`src/csvt_pkg.sv`:
```
// ----------------------------------------------------------------------------
// CSV tokenizer package
// Item types, byte classes, parser phases and character codes.
// ----------------------------------------------------------------------------
package csvt_pkg;

  localparam logic [7:0] CHAR_HASH   = 8'h23;
  localparam logic [7:0] CHAR_COMMA  = 8'h2C;
  localparam logic [7:0] CHAR_QUOTE  = 8'h22;
  localparam logic [7:0] CHAR_NL     = 8'h0A;
  localparam logic [7:0] CHAR_SPACE  = 8'h20;
  localparam logic [7:0] CHAR_BSLASH = 8'h5C;

  localparam logic [9:0] SPACES_MAX = 10'd1023;
  localparam int unsigned QUEUE_DEPTH = 2;

  typedef enum logic {
    OP_BYTE = 1'b0,
    OP_EOS  = 1'b1
  } op_e;

  typedef enum logic [1:0] {
    ERR_NONE     = 2'd0,
    ERR_CELL_LEN = 2'd1,
    ERR_COLUMNS  = 2'd2
  } err_e;

  typedef enum logic [2:0] {
    PH_LINE    = 3'd0,
    PH_COMMENT = 3'd1,
    PH_START   = 3'd2,
    PH_PLAIN   = 3'd3,
    PH_QUOTED  = 3'd4,
    PH_ESCAPE  = 3'd5,
    PH_AFTERQ  = 3'd6
  } phase_e;

  typedef struct packed {
    logic       op;
    logic [7:0] text_byte;
  } in_item_t;

  typedef struct packed {
    logic        has_byte;
    logic [7:0]  data_byte;
    logic [9:0]  spaces_before;
    logic        end_cell;
    logic        end_row;
    logic        header_row;
    logic [8:0]  cell_count;
    logic [31:0] line_number;
    logic [1:0]  error_code;
    logic        stream_done;
  } out_item_t;

  typedef struct packed {
    logic       eos;
    logic       is_nl;
    logic       is_comma;
    logic       is_space;
    logic       is_quote;
    logic       is_hash;
    logic       is_bslash;
    logic [7:0] text_byte;
  } token_t;

endpackage

```
`src/csv_row_tokenizer_core.sv`:
```
// ----------------------------------------------------------------------------
// CSV row tokenizer core
// Byte-serial CSV tokenizer reporting cell bytes, cell ends and row ends.
// ----------------------------------------------------------------------------
// Channel  Dir  Payload     Handshake
// in       in   in_item_i   in_valid_i / in_stall_o
// out      out  out_item_o  out_valid_o / out_stall_i
//
// One byte per cycle while the output is not stalled; a result passes through the token queue and the result register.
// The rate is set by the parser state machine, which takes one token a cycle unless the output stalls.
// A two-entry token queue sits between the classifier and the parser.
// Reset clears the parser, counters and queue; no clearing pass is needed.
// in_stall_o is high only while the queue is full.
// ----------------------------------------------------------------------------
module csv_row_tokenizer_core #(
  parameter int unsigned MAX_CELL_LEN = 1024,
  parameter int unsigned MAX_COLUMNS  = 256
) (
  input  logic                clk_i,
  input  logic                rst_ni,
  input  logic                in_valid_i,
  output logic                in_stall_o,
  input  csvt_pkg::in_item_t  in_item_i,
  output logic                out_valid_o,
  input  logic                out_stall_i,
  output csvt_pkg::out_item_t out_item_o
);

  csvt_pkg::token_t tok_in, tok_head;
  logic             q_full, q_valid, q_pop;

  assign in_stall_o = q_full;

  csvt_front u_front (
    .item_i  (in_item_i),
    .token_o (tok_in)
  );

  csvt_queue #(
    .DEPTH (csvt_pkg::QUEUE_DEPTH)
  ) u_queue (
    .clk_i   (clk_i),
    .rst_ni  (rst_ni),
    .push_i  (in_valid_i),
    .data_i  (tok_in),
    .full_o  (q_full),
    .pop_i   (q_pop),
    .valid_o (q_valid),
    .data_o  (tok_head)
  );

  csvt_back #(
    .MAX_CELL_LEN (MAX_CELL_LEN),
    .MAX_COLUMNS  (MAX_COLUMNS)
  ) u_back (
    .clk_i       (clk_i),
    .rst_ni      (rst_ni),
    .tok_valid_i (q_valid),
    .tok_i       (tok_head),
    .tok_pop_o   (q_pop),
    .out_valid_o (out_valid_o),
    .out_stall_i (out_stall_i),
    .out_item_o  (out_item_o)
  );

endmodule

```
`src/csvt_front.sv`:
```
// ----------------------------------------------------------------------------
// CSV tokenizer front end
// Classifies each input item, byte or stream end, into the token that the back end parses.
// ----------------------------------------------------------------------------
module csvt_front (
  input  csvt_pkg::in_item_t item_i,
  output csvt_pkg::token_t   token_o
);

  logic is_byte;

  assign is_byte = (item_i.op == csvt_pkg::OP_BYTE);

  always_comb begin
    token_o.eos       = !is_byte;
    token_o.is_nl     = is_byte && (item_i.text_byte == csvt_pkg::CHAR_NL);
    token_o.is_comma  = is_byte && (item_i.text_byte == csvt_pkg::CHAR_COMMA);
    token_o.is_space  = is_byte && (item_i.text_byte == csvt_pkg::CHAR_SPACE);
    token_o.is_quote  = is_byte && (item_i.text_byte == csvt_pkg::CHAR_QUOTE);
    token_o.is_hash   = is_byte && (item_i.text_byte == csvt_pkg::CHAR_HASH);
    token_o.is_bslash = is_byte && (item_i.text_byte == csvt_pkg::CHAR_BSLASH);
    token_o.text_byte = item_i.text_byte;
  end

endmodule

```
`src/csvt_queue.sv`:
```
// ----------------------------------------------------------------------------
// CSV tokenizer token queue
// Small register FIFO that decouples the front end from the back end.
// ----------------------------------------------------------------------------
module csvt_queue #(
  parameter int unsigned DEPTH = 2
) (
  input  logic              clk_i,
  input  logic              rst_ni,
  input  logic              push_i,
  input  csvt_pkg::token_t  data_i,
  output logic              full_o,
  input  logic              pop_i,
  output logic              valid_o,
  output csvt_pkg::token_t  data_o
);

  localparam int unsigned AW = (DEPTH > 1) ? $clog2(DEPTH) : 1;
  localparam int unsigned CW = $clog2(DEPTH + 1);

  csvt_pkg::token_t mem_q [DEPTH];
  logic [AW-1:0] wr_ptr_q, wr_ptr_d;
  logic [AW-1:0] rd_ptr_q, rd_ptr_d;
  logic [CW-1:0] count_q, count_d;
  logic          do_push, do_pop;

  assign full_o  = (count_q == CW'(DEPTH));
  assign valid_o = (count_q != '0);
  assign data_o  = mem_q[rd_ptr_q];
  assign do_push = push_i && !full_o;
  assign do_pop  = pop_i && valid_o;

  always_comb begin
    wr_ptr_d = wr_ptr_q;
    rd_ptr_d = rd_ptr_q;
    count_d  = count_q;
    if (do_push) begin
      wr_ptr_d = (wr_ptr_q == AW'(DEPTH - 1)) ? '0 : wr_ptr_q + AW'(1);
    end
    if (do_pop) begin
      rd_ptr_d = (rd_ptr_q == AW'(DEPTH - 1)) ? '0 : rd_ptr_q + AW'(1);
    end
    if (do_push && !do_pop) begin
      count_d = count_q + CW'(1);
    end else if (do_pop && !do_push) begin
      count_d = count_q - CW'(1);
    end
  end

  always_ff @(posedge clk_i or negedge rst_ni) begin
    if (!rst_ni) begin
      wr_ptr_q <= '0;
      rd_ptr_q <= '0;
      count_q  <= '0;
    end else begin
      wr_ptr_q <= wr_ptr_d;
      rd_ptr_q <= rd_ptr_d;
      count_q  <= count_d;
    end
  end

  always_ff @(posedge clk_i) begin
    if (do_push) begin
      mem_q[wr_ptr_q] <= data_i;
    end
  end

endmodule

```
`src/csvt_back.sv`:
```
// ----------------------------------------------------------------------------
// CSV tokenizer back end
// Parser state machine, cell and row counters, and the result register.
// ----------------------------------------------------------------------------
module csvt_back #(
  parameter int unsigned MAX_CELL_LEN = 1024,
  parameter int unsigned MAX_COLUMNS  = 256
) (
  input  logic                clk_i,
  input  logic                rst_ni,
  input  logic                tok_valid_i,
  input  csvt_pkg::token_t    tok_i,
  output logic                tok_pop_o,
  output logic                out_valid_o,
  input  logic                out_stall_i,
  output csvt_pkg::out_item_t out_item_o
);

  localparam int unsigned LEN_W = $clog2(MAX_CELL_LEN + 2);
  localparam int unsigned COL_W = $clog2(MAX_COLUMNS + 1);

  csvt_pkg::phase_e phase_q, phase_d;
  logic [LEN_W-1:0] pend_q, pend_d;
  logic [LEN_W-1:0] len_q, len_d;
  logic [COL_W-1:0] cells_q, cells_d;
  logic [COL_W-1:0] hdr_cols_q, hdr_cols_d;
  logic             hdr_done_q, hdr_done_d;
  logic             sac_q, sac_d;
  logic [31:0]      lines_q, lines_d;
  logic [1:0]       err_q, err_d;
  logic             out_valid_q, out_valid_d;
  csvt_pkg::out_item_t out_item_q, out_item_d;

  logic fire;
  logic start_byte, sac_set, sac_clr;
  logic do_content, start_cont, clr_len;
  logic do_cell, do_row, do_eos, inc_line, inc_pend;
  logic any;
  logic [LEN_W:0]   sum;
  logic [LEN_W-1:0] base_len, sp;
  logic [COL_W-1:0] cells_c;

  assign fire      = tok_valid_i && (!out_valid_q || !out_stall_i);
  assign tok_pop_o = fire;

  // Next phase and the actions this token triggers.
  always_comb begin
    phase_d    = phase_q;
    start_byte = 1'b0;
    sac_set    = 1'b0;
    sac_clr    = 1'b0;
    do_content = 1'b0;
    start_cont = 1'b0;
    clr_len    = 1'b0;
    do_cell    = 1'b0;
    do_row     = 1'b0;
    do_eos     = 1'b0;
    inc_line   = 1'b0;
    inc_pend   = 1'b0;
    if (tok_i.eos) begin
      do_eos  = 1'b1;
      phase_d = csvt_pkg::PH_LINE;
      case (phase_q)
        csvt_pkg::PH_LINE: begin
        end
        csvt_pkg::PH_COMMENT: begin
          inc_line = 1'b1;
        end
        csvt_pkg::PH_START: begin
          do_cell = sac_q;
          do_row  = 1'b1;
        end
        default: begin
          do_cell = 1'b1;
          do_row  = 1'b1;
        end
      endcase
    end else begin
      case (phase_q)
        csvt_pkg::PH_LINE: begin
          if (tok_i.is_nl) begin
            inc_line = 1'b1;
          end else if (tok_i.is_hash) begin
            phase_d = csvt_pkg::PH_COMMENT;
          end else begin
            phase_d = csvt_pkg::PH_START;
            sac_clr = 1'b1;
            if (tok_i.is_space) begin
              sac_set = 1'b1;
            end else begin
              start_byte = 1'b1;
            end
          end
        end
        csvt_pkg::PH_COMMENT: begin
          if (tok_i.is_nl) begin
            inc_line = 1'b1;
            phase_d  = csvt_pkg::PH_LINE;
          end
        end
        csvt_pkg::PH_START: begin
          start_byte = 1'b1;
        end
        csvt_pkg::PH_PLAIN: begin
          if (tok_i.is_comma) begin
            do_cell = 1'b1;
            sac_clr = 1'b1;
            phase_d = csvt_pkg::PH_START;
          end else if (tok_i.is_nl) begin
            do_cell = 1'b1;
            do_row  = 1'b1;
          end else if (tok_i.is_space) begin
            inc_pend = 1'b1;
          end else begin
            do_content = 1'b1;
          end
        end
        csvt_pkg::PH_QUOTED: begin
          if (tok_i.is_bslash) begin
            phase_d = csvt_pkg::PH_ESCAPE;
          end else if (tok_i.is_quote) begin
            phase_d = csvt_pkg::PH_AFTERQ;
          end else begin
            do_content = 1'b1;
          end
        end
        csvt_pkg::PH_ESCAPE: begin
          do_content = 1'b1;
          phase_d    = csvt_pkg::PH_QUOTED;
        end
        default: begin
          if (tok_i.is_comma) begin
            do_cell = 1'b1;
            sac_clr = 1'b1;
            phase_d = csvt_pkg::PH_START;
          end else if (tok_i.is_nl) begin
            do_cell = 1'b1;
            do_row  = 1'b1;
          end
        end
      endcase
      if (start_byte) begin
        if (tok_i.is_space) begin
          sac_set = 1'b1;
        end else if (tok_i.is_comma) begin
          do_cell = 1'b1;
          sac_clr = 1'b1;
        end else if (tok_i.is_nl) begin
          do_cell = sac_q;
          do_row  = 1'b1;
        end else if (tok_i.is_quote) begin
          clr_len = 1'b1;
          phase_d = csvt_pkg::PH_QUOTED;
        end else begin
          do_content = 1'b1;
          start_cont = 1'b1;
          phase_d    = csvt_pkg::PH_PLAIN;
        end
      end
    end
    if (do_row) begin
      phase_d = csvt_pkg::PH_LINE;
    end
  end

  // Counters, error and result fields.
  always_comb begin
    pend_d     = pend_q;
    len_d      = len_q;
    cells_d    = cells_q;
    hdr_cols_d = hdr_cols_q;
    hdr_done_d = hdr_done_q;
    sac_d      = sac_q;
    lines_d    = lines_q;
    err_d      = err_q;
    base_len   = start_cont ? '0 : len_q;
    sp         = start_cont ? '0 : pend_q;
    sum        = {1'b0, base_len} + {1'b0, sp} + (LEN_W + 1)'(1);
    cells_c    = cells_q;

    if (sac_clr) begin
      sac_d = 1'b0;
    end
    if (sac_set) begin
      sac_d = 1'b1;
    end
    if (inc_pend && (pend_q <= LEN_W'(MAX_CELL_LEN))) begin
      pend_d = pend_q + LEN_W'(1);
    end
    if (clr_len) begin
      len_d = '0;
    end
    if (do_content) begin
      pend_d = '0;
      if (sum > (LEN_W + 1)'(MAX_CELL_LEN)) begin
        len_d = LEN_W'(MAX_CELL_LEN + 1);
        if (err_q == csvt_pkg::ERR_NONE) begin
          err_d = csvt_pkg::ERR_CELL_LEN;
        end
      end else begin
        len_d = sum[LEN_W-1:0];
      end
    end
    if (do_cell) begin
      if (cells_q < COL_W'(MAX_COLUMNS)) begin
        cells_c = cells_q + COL_W'(1);
      end
      len_d  = '0;
      pend_d = '0;
    end
    cells_d = cells_c;
    if (inc_line || do_row) begin
      lines_d = lines_q + 32'd1;
    end
    if (do_row) begin
      if (cells_c != '0) begin
        if (!hdr_done_q) begin
          hdr_cols_d = cells_c;
          hdr_done_d = 1'b1;
        end else if (cells_c != hdr_cols_q && err_d == csvt_pkg::ERR_NONE) begin
          err_d = csvt_pkg::ERR_COLUMNS;
        end
      end
      cells_d = '0;
      len_d   = '0;
      pend_d  = '0;
      sac_d   = 1'b0;
    end
    if (do_eos) begin
      pend_d  = '0;
      len_d   = '0;
      cells_d = '0;
      sac_d   = 1'b0;
    end

    any = do_content || do_cell || (do_row && (cells_c != '0)) || do_eos;

    out_item_d.has_byte      = do_content;
    out_item_d.data_byte     = do_content ? tok_i.text_byte : 8'd0;
    out_item_d.spaces_before = !do_content ? 10'd0 :
        (32'(sp) > 32'(csvt_pkg::SPACES_MAX)) ? csvt_pkg::SPACES_MAX : 10'(sp);
    out_item_d.end_cell      = do_cell;
    out_item_d.end_row       = do_row && (cells_c != '0);
    out_item_d.header_row    = !hdr_done_q;
    out_item_d.cell_count    = 9'(cells_d);
    out_item_d.line_number   = lines_d;
    out_item_d.error_code    = err_d;
    out_item_d.stream_done   = do_eos;

    if (fire) begin
      out_valid_d = any;
    end else if (!out_stall_i) begin
      out_valid_d = 1'b0;
    end else begin
      out_valid_d = out_valid_q;
    end
  end

  always_ff @(posedge clk_i or negedge rst_ni) begin
    if (!rst_ni) begin
      phase_q     <= csvt_pkg::PH_LINE;
      pend_q      <= '0;
      len_q       <= '0;
      cells_q     <= '0;
      hdr_cols_q  <= '0;
      hdr_done_q  <= 1'b0;
      sac_q       <= 1'b0;
      lines_q     <= '0;
      err_q       <= csvt_pkg::ERR_NONE;
      out_valid_q <= 1'b0;
    end else begin
      out_valid_q <= out_valid_d;
      if (fire) begin
        phase_q    <= phase_d;
        pend_q     <= pend_d;
        len_q      <= len_d;
        cells_q    <= cells_d;
        hdr_cols_q <= hdr_cols_d;
        hdr_done_q <= hdr_done_d;
        sac_q      <= sac_d;
        lines_q    <= lines_d;
        err_q      <= err_d;
      end
    end
  end

  always_ff @(posedge clk_i) begin
    if (fire && any) begin
      out_item_q <= out_item_d;
    end
  end

  assign out_valid_o = out_valid_q;
  assign out_item_o  = out_item_q;

endmodule

```
`config.mk`:
```
export PLATFORM = sky130hd
export DESIGN_NAME = csv_row_tokenizer_core
export DESIGN_NICKNAME = d
export VERILOG_FILES = /design/src/csvt_pkg.sv /design/src/csv_row_tokenizer_core.sv /design/src/csvt_front.sv /design/src/csvt_queue.sv /design/src/csvt_back.sv
export SDC_FILE = /design/constraint.sdc
export NUM_CORES = 1
export LEC_CHECK = 0
export ABC_AREA = 1
export CORE_ASPECT_RATIO = 0.5
export CORE_UTILIZATION = 64
export CTS_CLUSTER_DIAMETER = 100
export DETAILED_ROUTE_END_ITERATION = 6
export DONT_BUFFER_PORTS = 1
export HOLD_SLACK_MARGIN = 0.03
export PLACE_DENSITY = 0.82
export SLEW_MARGIN = 20
export SYNTH_ARGS = -nofsm -noshare
export SYNTH_HDL_FRONTEND = slang
export SYNTH_SLANG_ARGS = --single-unit
```
`constraint.sdc`:
```
create_clock -name clk_i -period 6.5 [get_ports clk_i]
set_input_delay 1.625 -clock clk_i [delete_from_list [all_inputs] [get_ports clk_i]]
set_output_delay 1.625 -clock clk_i [all_outputs]
set_load 0.01 [all_outputs]
```
; Word-level counts from Yosys, hierarchy flattened
; Memory sizes are Yosys's and may differ from the RTL's.
; Cells that the tools add are included.
[totals]
reg_bits = 150
ram_bits = 30
in_bits = 13
out_inout_bits = 68
word_cells = 215
mem_count = 1
[memory_table]
columns = name, depth, word_bits, rd, rd_clocked_by_memory_dff, write_ports, line
row1 = u_queue.mem_q, 2, 15, 1, 0, 1, csvt_queue.sv:21  ; csvt_pkg::token_t mem_q [DEPTH];
[op_classes]
add_sub_neg = 9
n_lt_le_gt_ge = 4
n_eq_ne = 14
n_mux = 119
bitwise_logic = 2
reduce_logical = 43
[op_table]
columns = cell, count
row1 = 2-to-1 mux 11 bit, 13
row2 = 2-to-1 mux 1 bit, 73
row3 = 2-to-1 mux 3 bit, 12
row4 = 2-to-1 mux 9 bit, 4
row5 = adder 32 x 1 -> 32 bit (second input constant), 1
row6 = equality test 8 x 6 -> 1 bit (second input constant), 4
row7 = 2-to-1 mux 32 bit, 1
row8 = 2-to-1 mux 2 bit, 10
row9 = logical AND 1 bit, 15
row10 = case mux 3 bit (5 select lines), 1
row11 = adder 11 x 11 -> 12 bit, 1
row12 = adder 12 x 1 -> 12 bit (second input constant), 1
row13 = greater-than comparator 12 x 11 -> 1 bit (second input constant), 1
row14 = adder 11 x 1 -> 11 bit (second input constant), 1
row15 = greater-than comparator 11 x 10 -> 1 bit (second input constant), 1
row16 = <= comparator 11 bit (second input constant), 1
row17 = 2-to-1 mux 10 bit, 1
row18 = nonzero test 5 bit, 2
row19 = adder 9 x 1 -> 9 bit (second input constant), 1
row20 = less-than comparator 9 bit (second input constant), 1
row21 = != test 9 bit, 1
row22 = nonzero test 9 bit, 1
row23 = equality test 8 x 4 -> 1 bit (second input constant), 1
row24 = equality test 8 x 7 -> 1 bit (second input constant), 1
row25 = other kinds (23), 42

; Depth between registers and ports, before layout
; An unclocked memory read counts as a cell.
[logic_depth]
word_depth = 20
ltp_mapped = 26
mapped_depth_nobuf = 23

; Modules after synthesis
; A second synthesis with hierarchy kept.
[hier_totals]
cells_unflattened = 1118
hier_area_um2 = 9555.4
[by_module_without_submodules]
columns = mod, n_inst, cells_per_inst, area_per_inst_um2, seq_area_each_um2
row1 = csvt_back, 1, 967, 8003.9, 3983.8
row2 = csvt_queue, 1, 110, 1341.3, 1001.0
row3 = csvt_front, 1, 41, 210.2, 0.0

; Least setup slack after synthesis
; OpenSTA, ideal clock, no wires.
[synth_timing]
path_kind = input to register
from = input out_stall_i
to = register u_back.out_item_q, in the netlist u_back.out_item_o[0] (enable)
setup_time_ns = 0.513
t_arrival_ns = 5.287
required_ns = 5.987
setup_slack_ns = 0.699
cell_stages = 4
n_path_buf = 1
cell_sequence = nand2_1 o21ai_0 clkbuf_1 a21oi_1
[synth_between]
elab_chain_cells = 4
[synth_rtl]
columns = element, line
row1 = start: declaration, csv_row_tokenizer_core.sv:25  ; input logic out_stall_i,
row2 = zero test 1 bit, csvt_back.sv:43  ; assign fire = tok_valid_i && (!out_valid_q || !out_stall_i);
row3 = logical OR 1 bit, csvt_back.sv:43
row4 = logical AND 1 bit, csvt_back.sv:43
row5 = logical AND 1 bit, csvt_back.sv:288  ; if (fire && any) begin
row6 = end signal: assignment, csvt_back.sv:289  ; out_item_q <= out_item_d;
row7 = end: declaration, csvt_back.sv:32  ; csvt_pkg::out_item_t out_item_q, out_item_d;
; Every way passes these cells.
; A chain may end at the register's enable or synchronous reset.

; Final worst setup path
[layout_timing]
from = register u_queue.rd_ptr_q
to = register u_back.len_q[1]
[layout_between]
elab_cells_between_ends = 56
cone_classes = add/sub: 2 / order compare: 1 / mux: 50 / reduce/logical: 2 / memory: 1
[layout_rtl]
columns = element, line
row1 = start: declaration, csvt_queue.sv:23  ; logic [AW-1:0] rd_ptr_q, rd_ptr_d;
row2 = start signal: assignment, csvt_queue.sv:57  ; rd_ptr_q <= rd_ptr_d;
row3 = memory (2 x 15 bit) (*), -
row4 = 2-to-1 mux 1 bit, "csvt_back.sv:88, csvt_back.sv:112"
row5 = 2-to-1 mux 1 bit, csvt_back.sv:109  ; end else if (tok_i.is_nl) begin
row6 = 2-to-1 mux 1 bit, csvt_back.sv:105  ; if (tok_i.is_comma) begin
row7 = case mux 1 bit (3 select lines), csvt_back.sv:79  ; case (phase_q)
row8 = 2-to-1 mux 1 bit, csvt_back.sv:151  ; end else if (tok_i.is_quote) begin
row9 = 2-to-1 mux 1 bit, csvt_back.sv:148  ; end else if (tok_i.is_nl) begin
row10 = 2-to-1 mux 1 bit, csvt_back.sv:145  ; end else if (tok_i.is_comma) begin
row11 = 2-to-1 mux 1 bit, csvt_back.sv:143  ; if (tok_i.is_space) begin
row12 = 2-to-1 mux 1 bit, csvt_back.sv:142  ; if (start_byte) begin
row13 = 2-to-1 mux 1 bit (*), csvt_back.sv:60  ; if (tok_i.eos) begin
row14 = via u_back.do_content, csvt_back.sv:36  ; logic do_content, start_cont, clr_len;
row15 = 2-to-1 mux 11 bit, csvt_back.sv:193  ; if (do_content) begin
row16 = 2-to-1 mux 11 bit, csvt_back.sv:204  ; if (do_cell) begin
row17 = 2-to-1 mux 11 bit, csvt_back.sv:215  ; if (do_row) begin
row18 = 2-to-1 mux 11 bit, csvt_back.sv:229  ; if (do_eos) begin
row19 = end signal: assignment, csvt_back.sv:276  ; len_q <= len_d;
row20 = end: declaration, csvt_back.sv:24  ; logic [LEN_W-1:0] len_q, len_d;
; The timed path passes the listed nets; every way through them passes the cells marked *. The select of a mux whose other input is x is not followed.

==> results.md <==
- Status: finished, final reports clean
- Post-synthesis mux area share: 0.1074%
- Total congestion overflow: 0
- DR vias: 7106
- Critical Path Source Type: flip-flop
- Width of the chip: approximately 170 um
- Post-route cell area: 0.01010 mm^2
- Hold Violations, Final: 0
- Count of final setup violators: 0
- Share of post-route cells with drive strength above 1: 9.962%
- Die height: 87.33 um
- CP dominant cell by count: inv_1
- Top post-synthesis cells by area: edfxtp_1 (31%), dfrtp_1 (23%), nand2_1 (11%), inv_1 (5.2%), xor2_1 (3.7%)
- Sequential share of the synthesized area: around 53%
- ANT nets after route: 0
- Worst skew pair latency: 0.43 ns
- Vias per std cell: 5.749
- Ys flop type: edfxtp_1
- Ys async rst share: a little under half
- Fillers: about 990
- Tightest Pin Transition: ~0.8 ns
- Post-Layout Cell Count: 1236
- Adder-Cell Fraction of Synth Area: 2.094%
- Routed WL: 20320 um
- Slew Viols, Final: 0
- Initial antenna violation count: 0
- Synthesized net count: ~1100
- Gr usage total: roughly 28%
- Worst VDD drop: 256.2 uV
- CTS Root Cell: clkbuf_16
- Setup crit start: u_queue.rd_ptr_q$_DFFE_PN0P_
- GP Congestion: 0.9420
- Relative slew slack: 46.02%
- Number of global-route vias before repair: between 6000 and 7000
- Worst path max stage delay: 0.80 ns
- First-pass GRT wire length: roughly 33000 um
- Clock Path Buffers: 2
- Placed Instances: about 1200
- Initial Utilization: 67.11%
- R2R cell count: 19
- Worst hold path class: flip-flop to flip-flop
- CP Class: flip-flop to flip-flop
- Setup Skew: 0.01246 ns
- Post-synthesis xor/xnor area fraction: 4.591%
- Htree depth: 4
- Detailed-placement wirelength estimate: 14190 um
- Area Growth Syn to Fin: 8.337%
- Largest family of logic cells by synthesized area: simple AND/OR/NAND/NOR gates
- Period utilization: 63.34%
- DR WL/cell: approximately 16 um
- Row count: 30
- Fmax: 242.9 MHz
- Placed cell area: between 0.009 and 0.01 mm^2
- Tmin final: 4.117 ns
- Drt pass-1 iters: 6
- Crit path cell chain: inv_6 -> nand2_2 -> nand2_2 -> nand2_2 -> nor2_2 -> inv_1 -> o22ai_1 -> a21oi_1 -> nand2_1 -> nand2_1 -> inv_1 -> nor2_1 -> inv_1 -> nor2_1 -> a21oi_1 -> inv_1 -> nor2_4 -> nand2_1 -> o21ai_1
- Critical path endpoint category: flip-flop
- CTS tree: yes
- Core area: 0.01389 mm^2
- Slowest-stage cell, CP: dfrtp_1
- Hold_sp: u_back.len_q[6]$_DFFE_PN0P_
- Post-Synth Simple-Gate Area: 23.71%
- Cell taking the most area after synthesis: edfxtp_1
- Post-CTS Hold Buffers: 0
- WHS Path Cells: 2
- Worst R2R End: u_back.len_q[1]$_DFFE_PN0P_
- N_diodes: 0
- RSZ-0062 raised after global routing: false
- Setup TNS: 0 ns
- Critical path peak fanout: 22
- Synth Area in Compound Gates: 8.954%
- Area of the mapped netlist: between 0.009 and 0.01 mm^2
- Nets: 1059
- Iter 0 DRT Violations: roughly 680
- Setup bufs post-CTS: 0
- Share of the synthesized area in the top cell type: 30.93%
- Largest net degree at the start of global routing: 85
- Worst EP required: between 6 and 7 ns
- Reg2reg setup slack: 2.38 ns
- DRC viols: 0
- Syn_area_per_cell: 9.031 um^2
- WHS Endpoint: u_back.len_q[6]$_DFFE_PN0P_
- Post-CTS sizing: 0
- Synthesized flop and latch total: 180
- Worst reg2reg startpoint: u_queue.rd_ptr_q$_DFFE_PN0P_
- Total power: 4734 uW
- Lkg Pwr: roughly 0.0045 uW
- Pwr dens: around 470 mW/mm^2
- TritonCTS Sinks: 180
- Post-synth EDFFs: 96
- Cells after synthesis: 1032
- Synth cell types: 57
- Max-cap violation count: 0
- Number of I/O pins: 81
- Clock transition at the registers of the reported paths: about 0.07 ns
- Critical path data arrival time: 4.43 ns
- Die area: 0.01508 mm^2
- I/O Buffers: 0
- CTS Buf Count: 17
- Yosys warnings: 0
[cells by family after synthesis]
logic type,Yosys count
compound gates,149
xor+xnor,48
fa+ha+maj,15
buf+inv,163
flops,180
mux,1
simple gates,476
[registers in the layout, summed over array words and instances (netlist names)]
register / cells
u_back.phase_q: 3
u_back.out_item_o: 66
u_queue.count_q: 2
u_back.hdr_done_q: 1
u_queue.mem_q: 30
u_back.out_valid_o: 1
u_back.pend_q: 11
u_back.err_q: 2
u_back.sac_q: 1
u_queue.rd_ptr_q: 1
u_back.hdr_cols_q: 9
u_back.lines_q: 32
u_queue.wr_ptr_q: 1
u_back.len_q: 11
u_back.cells_q: 9
[cell type report]
class / instances / area, um^2 / area share [%]
inverter: 137 / 524.3 / 5.192
multi-input combinational: 689 / 3692 / 36.57
timing repair buffer: 6 / 65.06 / 0.6444
tap: 192 / 240.2 / 2.379
clock inverter: 14 / 140.1 / 1.388
clock buffer: 18 / 450.4 / 4.461
sequential: 180 / 4985 / 49.37
[Yosys cell counts (5+ instances only)]
library cell and instances:
xnor2_1 8, nand4_1 21, nor2_1 62, inv_2 5
clkbuf_1 16, a21oi_1 42, nand2_1 270, nor3_1 22
dfrtp_1 84, nand2_2 15, o21ai_1 14, o21ai_0 67
inv_1 129, nand3_1 42, xor2_1 39, nor4_1 11
ha_1 14, o21ai_2 7, edfxtp_1 96, nor2_2 5
[placed cells by master (no fill, tap or decap), types with 6 or more instances in the layout]
master and n:
nand2_1 270, inv_1 128, edfxtp_1 96, dfrtp_1 84, o21ai_0 66, nor2_1 62, nand3_1 42, a21oi_1 41
xor2_1 39, nor3_1 22, nand4_1 21, clkbuf_16 18, nand2_2 15, o21ai_1 14, ha_1 14, nor4_1 11
o21ai_2 8, xnor2_1 8, inv_2 6
[through the flow]
stage	worst slack, ns	util (%)	hold WS (ns)
finish	2.383	72.70	0.4854
CTS	2.125	72.50	0.4872
detailed placement	2.153	68.25	0.4707
global route	1.982	72.70	0.5078
global placement	2.350	68.25	0.4603
floorplan	0.6994	-	0.4394
[worst max-delay path by stage]
stage	to	slack [ns]
5_1_grt	u_back.out_item_o[2]$_DFFE_PP_	1.98
3_5_place_dp	u_back.out_item_o[15]$_DFFE_PP_	2.15
4_1_cts	u_back.out_item_o[11]$_DFFE_PP_	2.13
3_3_place_gp	u_back.out_item_o[21]$_DFFE_PP_	2.35
2_1_floorplan	u_back.out_item_o[0]$_DFFE_PP_	0.70
6_report	u_back.len_q[1]$_DFFE_PN0P_	2.38
[worst max-delay path, delay by kind of cell, from the launching register on]
family	cells	cell delay, ns
simple gates	10	1.94
buf+inv	5	0.81
flops	1	0.80
compound gates	4	0.45
[per-layer routing]
layer	track usage (%)	up-vias	wire (um)
li1	-	3408	-
met1	36.80	3394	9103
met2	48.28	264	9687
met3	4.974	40	1165
met4	9.895	0	368
met5	0	-	0
[where the power goes]
group	internal [uW]	switching, uW	total (uW)	leakage [uW]
logic	457	1180	1640	0.00214
clock network	563	472	1030	0.000285
registers	1710	345	2060	0.00207
total	2730	2000	4730	0.00450
Power figures use the tool's default switching activity.
